### src/sv/assert_macros.svh
// assertion macros for the rtl of the spectrum average and peak hold unit
// no dependencies; include by bare file name
`ifndef ASSERT_MACROS_SVH
`define ASSERT_MACROS_SVH

// expression holds at every edge out of reset
`define AST_ALWAYS(label, clk, rst_n, expr, msg) \
	label: assert property (@(posedge clk) disable iff (!rst_n) (expr)) else $error(msg);

// antecedent implies consequent in the same cycle
`define AST_IMPLY(label, clk, rst_n, ante, cons, msg) \
	label: assert property (@(posedge clk) disable iff (!rst_n) (ante) |-> (cons)) \
		else $error(msg);

`endif

### src/sv/sapk_pkg.sv
// types, constants and tables of the spectrum average and peak hold unit
// no dependencies; used by every module of the block but sapk_div

package sapk_pkg;

	localparam int LVL_W      = 16;
	localparam int BIN_MAX_W  = 13;
	localparam int SLOT_MAX_W = 5;
	localparam int CNT_W      = 4;

	localparam logic signed [15:0] DB10_Q6   = 16'sd640;
	localparam logic signed [15:0] FLOOR_RST = -16'sd7680;
	localparam logic signed [15:0] TOP_RST   = 16'sd768;
	localparam logic [3:0]         AVG_RST   = 4'd1;
	localparam logic [14:0]        DECAY_RST = 15'd100;
	localparam logic [3:0]         BINS_RST  = 4'd10;

	typedef enum logic [2:0] {
		REG_FLOOR = 3'd0,
		REG_TOP   = 3'd1,
		REG_AVG   = 3'd2,
		REG_DECAY = 3'd3,
		REG_BINS  = 3'd4
	} reg_idx_t;

	typedef struct packed {
		logic signed [15:0] floor_db;
		logic signed [15:0] top_db;
		logic [3:0]         avg_frames;
		logic [14:0]        decay_per_frame;
		logic [3:0]         bins_log2;
	} cfg_t;

	// one classified bin handed from front to back
	typedef struct packed {
		logic signed [LVL_W-1:0] level;
		logic [BIN_MAX_W-1:0]    bin;
		logic [SLOT_MAX_W-1:0]   slot;
		logic [CNT_W-1:0]        n;
		logic                    last;
	} cmd_t;

	// floor(2^20 / n), quotient of the bin mean then off by at most one
	function automatic logic [20:0] recip(input logic [3:0] n);
		logic [20:0] r;
		case (n)
			4'd1:    r = 21'd1048576;
			4'd2:    r = 21'd524288;
			4'd3:    r = 21'd349525;
			4'd4:    r = 21'd262144;
			4'd5:    r = 21'd209715;
			4'd6:    r = 21'd174762;
			4'd7:    r = 21'd149796;
			4'd8:    r = 21'd131072;
			4'd9:    r = 21'd116508;
			4'd10:   r = 21'd104857;
			4'd11:   r = 21'd95325;
			4'd12:   r = 21'd87381;
			4'd13:   r = 21'd80659;
			4'd14:   r = 21'd74898;
			4'd15:   r = 21'd69905;
			default: r = 21'd0;
		endcase
		return r;
	endfunction

endpackage

### src/sv/sapk_queue.sv
// two-entry queue of classified bins between front and back
// depends on sapk_pkg

module sapk_queue (
	input  logic           clk,
	input  logic           arst_n,
	input  logic           push,
	input  sapk_pkg::cmd_t din,
	output logic           full,
	input  logic           pop,
	output sapk_pkg::cmd_t dout,
	output logic           avail,
	output logic [1:0]     count
);

	sapk_pkg::cmd_t mem_q [2];
	logic       wr_q;
	logic       rd_q;
	logic [1:0] cnt_q;

	always_ff @(posedge clk) begin
		if (push) begin
			mem_q[wr_q] <= din;
		end
	end

	always_ff @(posedge clk or negedge arst_n) begin
		if (!arst_n) begin
			wr_q  <= 1'b0;
			rd_q  <= 1'b0;
			cnt_q <= 2'd0;
		end else begin
			if (push) begin
				wr_q <= ~wr_q;
			end
			if (pop) begin
				rd_q <= ~rd_q;
			end
			cnt_q <= cnt_q + 2'(push) - 2'(pop);
		end
	end

	assign full  = cnt_q == 2'd2;
	assign avail = cnt_q != 2'd0;
	assign dout  = mem_q[rd_q];
	assign count = cnt_q;

endmodule

### config.mk
export PLATFORM = sky130hd
export DESIGN_NAME = sapk_queue
export DESIGN_NICKNAME = d
export VERILOG_FILES = /design/src/sv/assert_macros.svh /design/src/sv/sapk_pkg.sv /design/src/sv/sapk_queue.sv
export SDC_FILE = /design/constraint.sdc
export NUM_CORES = 1
export LEC_CHECK = 0
export BUFFER_PORTS_ARGS = -buffer_cell sky130_fd_sc_hd__buf_4
export CORE_UTILIZATION = 51
export DETAILED_ROUTE_END_ITERATION = 8
export PLACE_DENSITY = 0.74
export SYNTH_ARGS = -nofsm -noshare
export SYNTH_HDL_FRONTEND = slang
export SYNTH_SLANG_ARGS = --single-unit
export TNS_END_PERCENT = 100
### constraint.sdc
create_clock -name clk -period 3 [get_ports clk]
set_input_delay 0.9 -clock clk [delete_from_list [all_inputs] [get_ports clk]]
set_output_delay 0.9 -clock clk [all_outputs]
set_load 0.1 [all_outputs]
**Word level (Yosys, flattened, before mapping)**

Memory sizes are Yosys's and may differ from the RTL's.
Cells that the tools add are included.

- Register bits: 4
- Latch bits: 0
- RAM bits: 78
- Bits in read-only memories: 0
- Input port bits: 43
- Output and inout bits: 43
- Memories: 1

- Add/sub/neg operators: 2
- Multiply operators: 0
- Divide/modulo/power cells: 0
- Magnitude comparators: 0
- Eq/ne operators: 1
- Shift-type cells: 0
- Multiplexer cells: 2
- Bitwise logic cells: 2
- Reductions and logical operators: 1

Memory list:

| name | depth | bits a word | rd ports | clocked after memory_dff | write ports | RTL line | source |
|---|---|---|---|---|---|---|---|
| mem_q | 2 | 39 | 1 | 0 | 1 | sapk_queue.sv:16 | `sapk_pkg::cmd_t mem_q [2];` |

Operator list:

| kind | count |
|---|---|
| adder 2 x 1 -> 2 bit | 1 |
| equality test 2 bit, second input constant | 1 |
| two-way mux 1 bit | 2 |
| NOT 1 bit | 2 |
| nonzero test 2 bit | 1 |
| subtractor 2 x 1 -> 2 bit | 1 |

**Depth between registers and ports, before layout**

- Depth after elaboration: 2
- Mapped depth: 5

**Worst setup path before layout**

Ideal clock, no wire load.

- Kind: reg2out
- From: register cnt_q[1], in the netlist count[1]
- To: output port full
- Arrival: 2.390 ns
- Data required time: 2.100 ns
- Path slack: -0.290 ns
- Stages on the path, launching flop included: 2
- Cells stage by stage: dfrtp_1 -> nor2b_1

- Cells in the longest elaborated chain, start to end: 1

RTL lines:

| what | RTL line | source |
|---|---|---|
| start: declaration | sapk_queue.sv:19 | `logic [1:0] cnt_q;` |
| start signal: assignment | sapk_queue.sv:39 | `cnt_q <= cnt_q + 2'(push) - 2'(pop);` |
| equality test 2 bit | sapk_queue.sv:43 | `assign full = cnt_q == 2'd2;` |
| end: declaration | sapk_queue.sv:9 | `output logic full,` |

No other way between the ends.

==> flow_summary.yaml <==
timing:
  fin_skew_ps: 8.60
  finalSetupTns_ps: 0
  fmaxAchievable_ghz: 0.378
  finalCritPeriodShare: 0.882
  worst_slew_pin_slew_ps: 461
  rsz0062_at_grt: "no"
  finalSetupViolations: 0
  min_period_ps: 2650
  maxSlewHeadroom: 0.692
  hold_viol: 0
  maxSlewViolCount: 0
critical_path:
  startpoint_type: "flop"
  reg2reg_from: "wr_q$_DFFE_PN0P_"
  path_class: "flop to primary output"
  cp-end-kind: "primary output"
  reg2reg_setup_slack_ps: 1560
  critPathMaxStageDelay_ps: 570
  cp.required_ps: 2100
  r2r_end: "mem_q[0][9]$_DFFE_PP_"
  r2r_cells: 2
  cp_cell_sequence: "buf_12 -> mux2_2 -> buf_4"
  cpMaxStageDelayCell: "dfrtp_2"
  arrival_ps: 1750
  path_max_fanout: 27
final_layout:
  fin_nets: 277
  drive_above_1_share: 0.611
  design_area_mm2: 0.00392
  utilization: 0.698
  diodes: 0
  area_growth_syn_to_layout_pct: 29.4
clock_network:
  cts_buffers: 9
  cts.clk_slew.worst_paths_ps: 70
  cts_buffer_depth: 2
  clock_latency_ps: 330
  tritoncts: "built"
  cts.hold.buffers_added: 0
  cts_setup_buffers: 0
  cts_sinks: 82
  htree_levels: 3
  cts_resized: 0
  root_buffer: "clkbuf_8"
yosys:
  yosysTopAreaCellShare: 0.774
  ys_ff_latch: 82
  synth-edff-count: 78
  yosys_warnings: 0
  async_flop_share: 0.0488
  yosysSeqAreaShare: 0.807
  synth_commonest_cells: "edfxtp_1 (78), mux2_2 (39), buf_6 (4), dfrtp_1 (4)"
  yosys-top-cells-area: "edfxtp_1 (77%), mux2_2 (15%), dfrtp_1 (3.3%), buf_6 (1.5%), ha_1 (0.83%)"
  synth.distinct_cells: 11
  synth_most_common_cell: "edfxtp_1"
  netlist_instances: 136
  syn_area_per_cell_um2: 22.2
  syn_nets: 181
  synth_ff_type: "edfxtp_1"
  synthesis.area_mm2: 0.00303
  yosysTopAreaCell: "edfxtp_1"
place:
  place_area_mm2: 0.00378
  post-dp-hpwl_mm: 3.62
  gp_congestion: 0.696
  io_buffer_count: 85
global_route:
  grt_overflow: 0
  grt_pass1_vias: 1639
  grt_usage: 0.172
  grt_max_degree: 28
  grt_pass1_wl_mm: 7.73
  antenna_found_initial: 0
floorplanning:
  rows: 27
  die_area_mm2: 0.00624
  chipHeight_um: 79.0
  io_pins: 86
  initial_core_util: 0.539
  dieWidth_um: 79.0
  core_mm2: 0.00561
min_path:
  hold_class: "input port to async pin"
detailed_routing:
  vias_per_cell: 5.03
  drt_first_pass_iters: 4
  wl_mm: 5.05
  drc: 0
  drt_iter0_markers: 54
  wl_per_cell_um: 16.5
  ant_nets: 0
  vias: 1540
job:
  max_cap_viol_count: 0
status:
  status: "complete, no violations"
per-layer routing:
metal,up-vias,global-route usage,part of all wire
li1,719,-,-
met3,11,0.0379,0.042
met2,49,0.303,0.55
met4,0,0.102,0.019
met1,761,0.190,0.39
met5,-,0,0
kinds of logic after synthesis:
logic type                 synth area share
muxes                                 0.145
DFF                                   0.807
buffers and inverters                0.0174
and+or+nand+nor                     0.00827
adders and majority gates           0.00827
xor gates and xnor gates             0.0136
critical path: cells and delay by family, from the launching register on:
| family | cells | cell delay, ps |
|---|---|---|
| buf+inv | 2 | 480 |
| flops | 1 | 570 |
| mux | 1 | 370 |
state kept, by name, indices dropped and copies added, names as in the netlist:
signal / flops
wr_q: 1
mem_q: 78
count: 2
rd_q: 1
how the worst max path moves through the flow:
stage / from / to / slack [ps] / cells past startpoint
floorplan: count[1]$_DFF_PN0_ / full / 180 / 1
global placement: rd_q$_DFFE_PN0P_ / dout[20] / 710 / 3
detailed placement: rd_q$_DFFE_PN0P_ / dout[5] / 710 / 3
CTS: rd_q$_DFFE_PN0P_ / dout[20] / 340 / 3
global route: rd_q$_DFFE_PN0P_ / dout[9] / 280 / 3
finish: rd_q$_DFFE_PN0P_ / dout[20] / 350 / 3
placed cells by master (no fill, tap or decap):
master / n
inv_1: 2
and2_2: 1
edfxtp_1: 78
xor3_1: 1
clkbuf_1: 3
xor2_1: 2
clkbuf_8: 9
dfrtp_1: 3
mux2_2: 39
nor2b_2: 1
or2_2: 1
ha_1: 2
dfrtp_2: 1
clkinv_2: 1
nor2b_4: 1
buf_4: 87
buf_12: 2
per-stage QoR:
stage	instances	setup slack, ps	hold WS, ps
2_1_floorplan	136	176	473
4_1_cts	306	340	340
3_3_place_gp	293	708	521
5_1_grt	306	282	335
6_report	306	354	355
3_5_place_dp	293	707	541
area by class of cell:
class / count / area [µm²]
multi-input combinational: 48 / 542
tap: 72 / 90.1
sequential: 82 / 2440
inverter: 2 / 7.51
clock inverter: 1 / 5.00
timing repair buffer: 89 / 693
fill: 377 / 1690
clock buffer: 12 / 135
Power is not shown: default switching activity piles up to over one toggle a cycle in this logic, so the estimate is an artifact.
