==> config.mk <==
export PLATFORM = sky130hd
export DESIGN_NAME = sapk_front
export DESIGN_NICKNAME = d
export VERILOG_FILES = /design/src/sv/assert_macros.svh /design/src/sv/sapk_pkg.sv /design/src/sv/sapk_front.sv
export SDC_FILE = /design/constraint.sdc
export NUM_CORES = 1
export LEC_CHECK = 0
export ABC_CLOCK_PERIOD_IN_PS = 3160
export BUFFER_PORTS_ARGS = -buffer_cell sky130_fd_sc_hd__buf_2
export CORE_MARGIN = 2
export CORE_UTILIZATION = 38
export CTS_CLUSTER_DIAMETER = 40
export DETAILED_ROUTE_END_ITERATION = 16
export PLACE_DENSITY_LB_ADDON = 0.25
export SLEW_MARGIN = 20
export SYNTH_ARGS = -nofsm -noshare
export SYNTH_HDL_FRONTEND = slang
export SYNTH_SLANG_ARGS = --single-unit
==> constraint.sdc <==
create_clock -name clk -period 3.16 [get_ports clk]
set_input_delay 0.158 -clock clk [delete_from_list [all_inputs] [get_ports clk]]
set_output_delay 0.158 -clock clk [all_outputs]
set_load 0.01 [all_outputs]
==> src/sv/assert_macros.svh <==
// assertion macros for the rtl of the spectrum average and peak hold unit
// no dependencies; include by bare file name
`ifndef ASSERT_MACROS_SVH
`define ASSERT_MACROS_SVH

// expression holds at every edge out of reset
`define AST_ALWAYS(label, clk, rst_n, expr, msg) \
	label: assert property (@(posedge clk) disable iff (!rst_n) (expr)) else $error(msg);

// antecedent implies consequent in the same cycle
`define AST_IMPLY(label, clk, rst_n, ante, cons, msg) \
	label: assert property (@(posedge clk) disable iff (!rst_n) (ante) |-> (cons)) \
		else $error(msg);

`endif

==> src/sv/sapk_pkg.sv <==
// types, constants and tables of the spectrum average and peak hold unit
// no dependencies; used by every module of the block but sapk_div

package sapk_pkg;

	localparam int LVL_W      = 16;
	localparam int BIN_MAX_W  = 13;
	localparam int SLOT_MAX_W = 5;
	localparam int CNT_W      = 4;

	localparam logic signed [15:0] DB10_Q6   = 16'sd640;
	localparam logic signed [15:0] FLOOR_RST = -16'sd7680;
	localparam logic signed [15:0] TOP_RST   = 16'sd768;
	localparam logic [3:0]         AVG_RST   = 4'd1;
	localparam logic [14:0]        DECAY_RST = 15'd100;
	localparam logic [3:0]         BINS_RST  = 4'd10;

	typedef enum logic [2:0] {
		REG_FLOOR = 3'd0,
		REG_TOP   = 3'd1,
		REG_AVG   = 3'd2,
		REG_DECAY = 3'd3,
		REG_BINS  = 3'd4
	} reg_idx_t;

	typedef struct packed {
		logic signed [15:0] floor_db;
		logic signed [15:0] top_db;
		logic [3:0]         avg_frames;
		logic [14:0]        decay_per_frame;
		logic [3:0]         bins_log2;
	} cfg_t;

	// one classified bin handed from front to back
	typedef struct packed {
		logic signed [LVL_W-1:0] level;
		logic [BIN_MAX_W-1:0]    bin;
		logic [SLOT_MAX_W-1:0]   slot;
		logic [CNT_W-1:0]        n;
		logic                    last;
	} cmd_t;

	// floor(2^20 / n), quotient of the bin mean then off by at most one
	function automatic logic [20:0] recip(input logic [3:0] n);
		logic [20:0] r;
		case (n)
			4'd1:    r = 21'd1048576;
			4'd2:    r = 21'd524288;
			4'd3:    r = 21'd349525;
			4'd4:    r = 21'd262144;
			4'd5:    r = 21'd209715;
			4'd6:    r = 21'd174762;
			4'd7:    r = 21'd149796;
			4'd8:    r = 21'd131072;
			4'd9:    r = 21'd116508;
			4'd10:   r = 21'd104857;
			4'd11:   r = 21'd95325;
			4'd12:   r = 21'd87381;
			4'd13:   r = 21'd80659;
			4'd14:   r = 21'd74898;
			4'd15:   r = 21'd69905;
			default: r = 21'd0;
		endcase
		return r;
	endfunction

endpackage

==> src/sv/sapk_front.sv <==
// front end: takes bin beats, tracks bin, history slot and frame count, queues work
// depends on sapk_pkg

module sapk_front #(
	parameter int MAX_BINS  = 8192,
	parameter int AVG_DEPTH = 8
) (
	input  logic              clk,
	input  logic              arst_n,
	input  sapk_pkg::cfg_t    cfg,
	input  logic              enable,
	input  logic              s_tvalid,
	output logic              s_tready,
	input  logic [15:0]       s_tdata,   // level_db
	input  logic              s_tlast,   // end_of_frame
	input  logic              q_full,
	output logic              push,
	output sapk_pkg::cmd_t    cmd
);

	localparam int BIN_W  = (MAX_BINS > 1) ? $clog2(MAX_BINS) : 1;
	localparam int SLOT_W = (AVG_DEPTH > 1) ? $clog2(AVG_DEPTH) : 1;

	logic [BIN_W-1:0]  bin_q;
	logic [SLOT_W-1:0] slot_q;
	logic [3:0]        seen_q;
	logic [3:0]        lim;
	logic [4:0]        nxt;
	logic [3:0]        n;

	always_comb begin
		if (cfg.avg_frames == 4'd0) begin
			lim = 4'd1;
		end else if ({2'b0, cfg.avg_frames} > 6'(AVG_DEPTH)) begin
			lim = 4'(AVG_DEPTH);
		end else begin
			lim = cfg.avg_frames;
		end
		nxt = {1'b0, seen_q} + 5'd1;
		n   = (nxt > {1'b0, lim}) ? lim : nxt[3:0];
	end

	assign s_tready = enable && !q_full;
	assign push     = s_tvalid && s_tready;

	always_comb begin
		cmd.level = signed'(s_tdata);
		cmd.bin   = sapk_pkg::BIN_MAX_W'(bin_q);
		cmd.slot  = sapk_pkg::SLOT_MAX_W'(slot_q);
		cmd.n     = n;
		cmd.last  = s_tlast;
	end

	always_ff @(posedge clk or negedge arst_n) begin
		if (!arst_n) begin
			bin_q  <= '0;
			slot_q <= '0;
			seen_q <= '0;
		end else if (push) begin
			if (s_tlast) begin
				bin_q  <= '0;
				seen_q <= n;
				slot_q <= (slot_q == SLOT_W'(AVG_DEPTH - 1)) ? '0 : slot_q + 1'b1;
			end else begin
				bin_q <= (bin_q == BIN_W'(MAX_BINS - 1)) ? '0 : bin_q + 1'b1;
			end
		end
	end

endmodule

After elaboration in Yosys (flattened, before gate mapping) --
Cells that the tools add are included.
Operators by class: add/subtract/negate cells 3, equality and inequality tests 2, reductions and logical operators 5, magnitude comparators 2, mux-type cells 6
Operators by type and width (count):
- 13-bit 2-to-1 mux | 2
- 13-bit by 1-bit adder with 13-bit output, second input constant | 1
- 13-bit == test, second input constant | 1
- 4-bit 2-to-1 mux | 3
- 4-bit by 1-bit adder with 5-bit output, second input constant | 1
- 5-bit by 4-bit > comparator with 1-bit output | 1
- 4-bit > comparator, second input constant | 1
- 4-bit logical NOT | 1
- 3-bit by 1-bit adder with 3-bit output, second input constant | 1
- 3-bit == test, second input constant | 1
- 3-bit 2-to-1 mux | 1
- 1-bit logical AND | 2
- 2-bit AND reduction | 1
- 1-bit logical NOT | 1
Storage, ports and cells: output and inout port bits 41, bits in registers 20, word-level logic and storage cells 21, input port bits 77

Longest topological paths before layout --
depth after elaboration 5, depth in mapped cells 9, gate-level depth less buffers 9

Worst setup path before layout --
Ideal clock, no wire load.
path type reg2reg, start point register seen_q[0], end point register seen_q[3], data required time 3035 ps, stages on the path, launching flop included 9, arrival 2350 ps, setup time 125 ps, buffers on the path 0, period minus slack after synthesis 2475 ps, setup slack 685 ps, path through dfrtp_1 -> ha_1 -> xor2_1 -> ha_1 -> and4b_1 -> a211oi_2 -> o21ai_2 -> mux2_4 -> mux2_4
RTL lines:
- from (decl) | line sapk_front.sv:26 | logic [3:0] seen_q;
- from (signal assigned) | line sapk_front.sv:62 | seen_q <= n;

==> metrics <==
switching power=0.000407 W; crit end category=output port; Synth Instances=156; initial antenna violation count=0; Max Clk Rate=342 MHz; post-CTS setup buffers=0; DR vias=1142; die area=4120 sq um; post-synthesis sequential area ratio=36.4%; outcome=finished, final reports clean; Setup TNS=0 ps; Clk pin slew, worst setup/hold paths=120 ps; Yosys reg bits=20; worst hold path class=input pin to flop; worst-path fanout max=7; clock group share of total power=19.5%; critical path class=flop to output port; PwrDens=710 nW/um^2; Detail Placement HPWL=2180 um; Die Wd=64.2 um; RD Place Congestion=0.760; CTS tree=yes; ANT cells=0; # setup viols final=0; IO Count=118; RSZ-0062 raised after global routing=no; fin crit period=2930 ps; DR DRC count=0; syn avg cell area=8.81 sq um; Core Util, Final=44.1%; GRT Util Overall=14.9%; cell-internal power=0.000664 W; crit path DAT=2770 ps; Initial DRC Count=48; Core Rows=21; Sink Count=20; final hold vios=0; GRT overflow=0; Slew Limit Fails=0; Starting Density=40.3%; nets=259; Final ANT Viol Nets=0; Hold Startpoint=s_tlast; Layout Skew=4.84 ps; sequential power share=33.5%; combinational fraction of design power=47.1%; Hold Path Sink=bin_q[12]; Worst EP required=3000 ps; worst reg2reg path startpoint=seen_q[0]; DR WL/cell=13.1 um; Initial DRT Pass Iterations=4; Mapped Area=1380 sq um; die span in y=64.2 um; vias in the first global route=1128; reg2reg end=seen_q[3]; Worst Reg-to-Reg Cells=8; clk_lat worst skew=300 ps; Max Cap Viol=0; Max Root-Sink Buffers=2; I/O Buffers=32; global-route wire length before repair=4900 um; H-tree depth=1; largest net degree at the start of global routing=21; register-to-register setup slack=470 ps; DRT Wirelength=2860 um; hold path depth=2; clock root cell=clkbuf_4; final cycle utilization of the critical path=92.6%; sw frac=38.0%; Vias/cell=5.21; share of layout cells above drive strength 1=24.9%; startpoint types=flop; P&R area growth vs syn=9.65%; library cells used by synthesis=37; core box area=3420 sq um; Leak=0.755 nW; Peak VDD IR=0.000459 V; Ys Warns=0; CTS Buf Count=3
==> routing by layer <==
| layer | vias up | wire length, um | GRT usage [%] |
|---|---|---|---|
| met4 | 0 | 42 | 6.91 |
| met5 | - | 0 | 0 |
| met3 | 8 | 182 | 2.46 |
| li1 | 555 | - | - |
| met1 | 542 | 1220 | 17.0 |
| met2 | 37 | 1420 | 26.8 |
==> how the worst max path moves through the flow <==
| stage | start | to | slack (ps) |
|---|---|---|---|
| after floorplan | seen_q[0] | seen_q[3] | 690 |
| after global placement | seen_q[0] | seen_q[3] | 570 |
| after detailed placement | seen_q[0] | seen_q[3] | 490 |
| after CTS | seen_q[0] | cmd[4] | 220 |
| after global routing | seen_q[0] | cmd[4] | 30 |
| final | seen_q[0] | cmd[4] | 230 |
==> flip-flops by register name, summed over array words and instances, names as in the netlist <==
signal  cells
bin_q      13
seen_q      4
slot_q      3
==> power by group through the flow <==
stage / combinational (W) / sequential (W) / clock [W]
final: 0.000504 / 0.000358 / 0.000208
after global routing: 0.000566 / 0.000369 / 0.000224
after CTS: 0.000505 / 0.000359 / 0.000216
after detailed placement: 0.000501 / 0.000365 / 0
after global placement: 0.000488 / 0.000360 / 0
after floorplan: 0.000371 / 0.000363 / 0
==> cell families (layout without fill, tap and decap cells) <==
family                     count (synthesis)  count (layout)  share of synthesized area (%)
AOI/OAI and AO/OA                         21              21                           9.74
other                                      1               2                          0.273
adders and majority gates                  8               8                           7.28
and+or+nand+nor                           65              65                           23.3
DFF                                       20              20                           36.4
buffers and inverters                     27              43                           12.6
xor gates and xnor gates                   8               8                           5.10
muxes                                      6               6                           5.28
==> cell type report <==
| cell class | count | area, sq um |
|---|---|---|
| flip-flops and latches | 20 | 500 |
| multi-input cells | 110 | 704 |
| repair buffers | 33 | 170 |
| fillers | 347 | 1910 |
| clock inverters | 1 | 30.0 |
| inverters | 6 | 22.5 |
| well taps | 46 | 57.6 |
| clock buffers | 3 | 22.5 |
==> cell usage in the layout, fill, tap and decap left out, drive strengths merged, types with 3 or more instances in the layout <==
cell | synthesis | layout
buf | 20 | 32
dfrtp | 20 | 20
nand2 | 18 | 18
nor2 | 16 | 16
o21ai | 11 | 11
nand3 | 9 | 9
ha | 8 | 8
xnor2 | 6 | 6
inv | 6 | 6
nor3 | 4 | 4
mux2 | 4 | 4
a21oi | 3 | 3
or3 | 3 | 3
clkbuf | 1 | 3
==> synth_stat cells <==
| master | number | area share, % |
|---|---|---|
| o21ai_2 | 1 | 0.64 |
| clkbuf_1 | 1 | 0.27 |
| o2111ai_1 | 1 | 0.64 |
| nand3_1 | 9 | 3.3 |
| and4_1 | 1 | 0.64 |
| nand2_1 | 18 | 4.9 |
| inv_1 | 6 | 1.6 |
| buf_2 | 1 | 0.36 |
| a211oi_2 | 1 | 0.91 |
| o21ai_0 | 10 | 3.6 |
| and2_1 | 1 | 0.46 |
| a21oi_1 | 3 | 1.1 |
| nor2_2 | 1 | 0.46 |
| mux2i_1 | 2 | 1.5 |
| conb_1 | 1 | 0.27 |
| nor3_1 | 4 | 1.5 |
| or4_1 | 1 | 0.55 |
| o31ai_1 | 1 | 0.55 |
| nand4_1 | 2 | 0.91 |
| nor4_1 | 2 | 0.91 |
| nor2b_1 | 2 | 0.91 |
| and4b_1 | 1 | 0.73 |
| nand4b_1 | 1 | 0.64 |
| dfrtp_1 | 20 | 36 |
| o311ai_0 | 1 | 0.64 |
| xnor2_1 | 6 | 3.8 |
| mux2_2 | 2 | 1.6 |
| a21o_1 | 2 | 1.1 |
| mux2_4 | 2 | 2.2 |
| or3_1 | 3 | 1.4 |
| and3_1 | 2 | 0.91 |
| ha_1 | 8 | 7.3 |
| nand3b_1 | 2 | 1.1 |
| a211oi_1 | 1 | 0.55 |
| buf_4 | 19 | 10 |
| nor2_1 | 15 | 4.1 |
| xor2_1 | 2 | 1.3 |
==> stage by stage <==
step                      std cells  setup WS, ps  hold slack (ps)  total power [W]  cell area (sq um)
final                           219           233              130          0.00107               1510
after floorplan                 157           685             -138         0.000734               1380
after global routing            219          28.4              138          0.00116               1510
after detailed placement        214           494              145         0.000867               1450
after CTS                       219           223              117          0.00108               1510
after global placement          214           572              130         0.000848               1450
==> timing repair <==
item,4_1_cts,5_1_grt
endpoints found under the setup margin,0,0
gates resized for setup,0,0
hold buffers,1,0
hold endpoints to repair,20,0
==> critical path, stage by stage, from the launching register on <==
cell and delay, ps:
dfrtp_1 460, ha_1 300, xor2_1 200, ha_1 330, and4b_1 220, a211oi_2 320
o21ai_2 180, mux2_4 330, buf_2 140
Power figures use the tool's default switching activity.
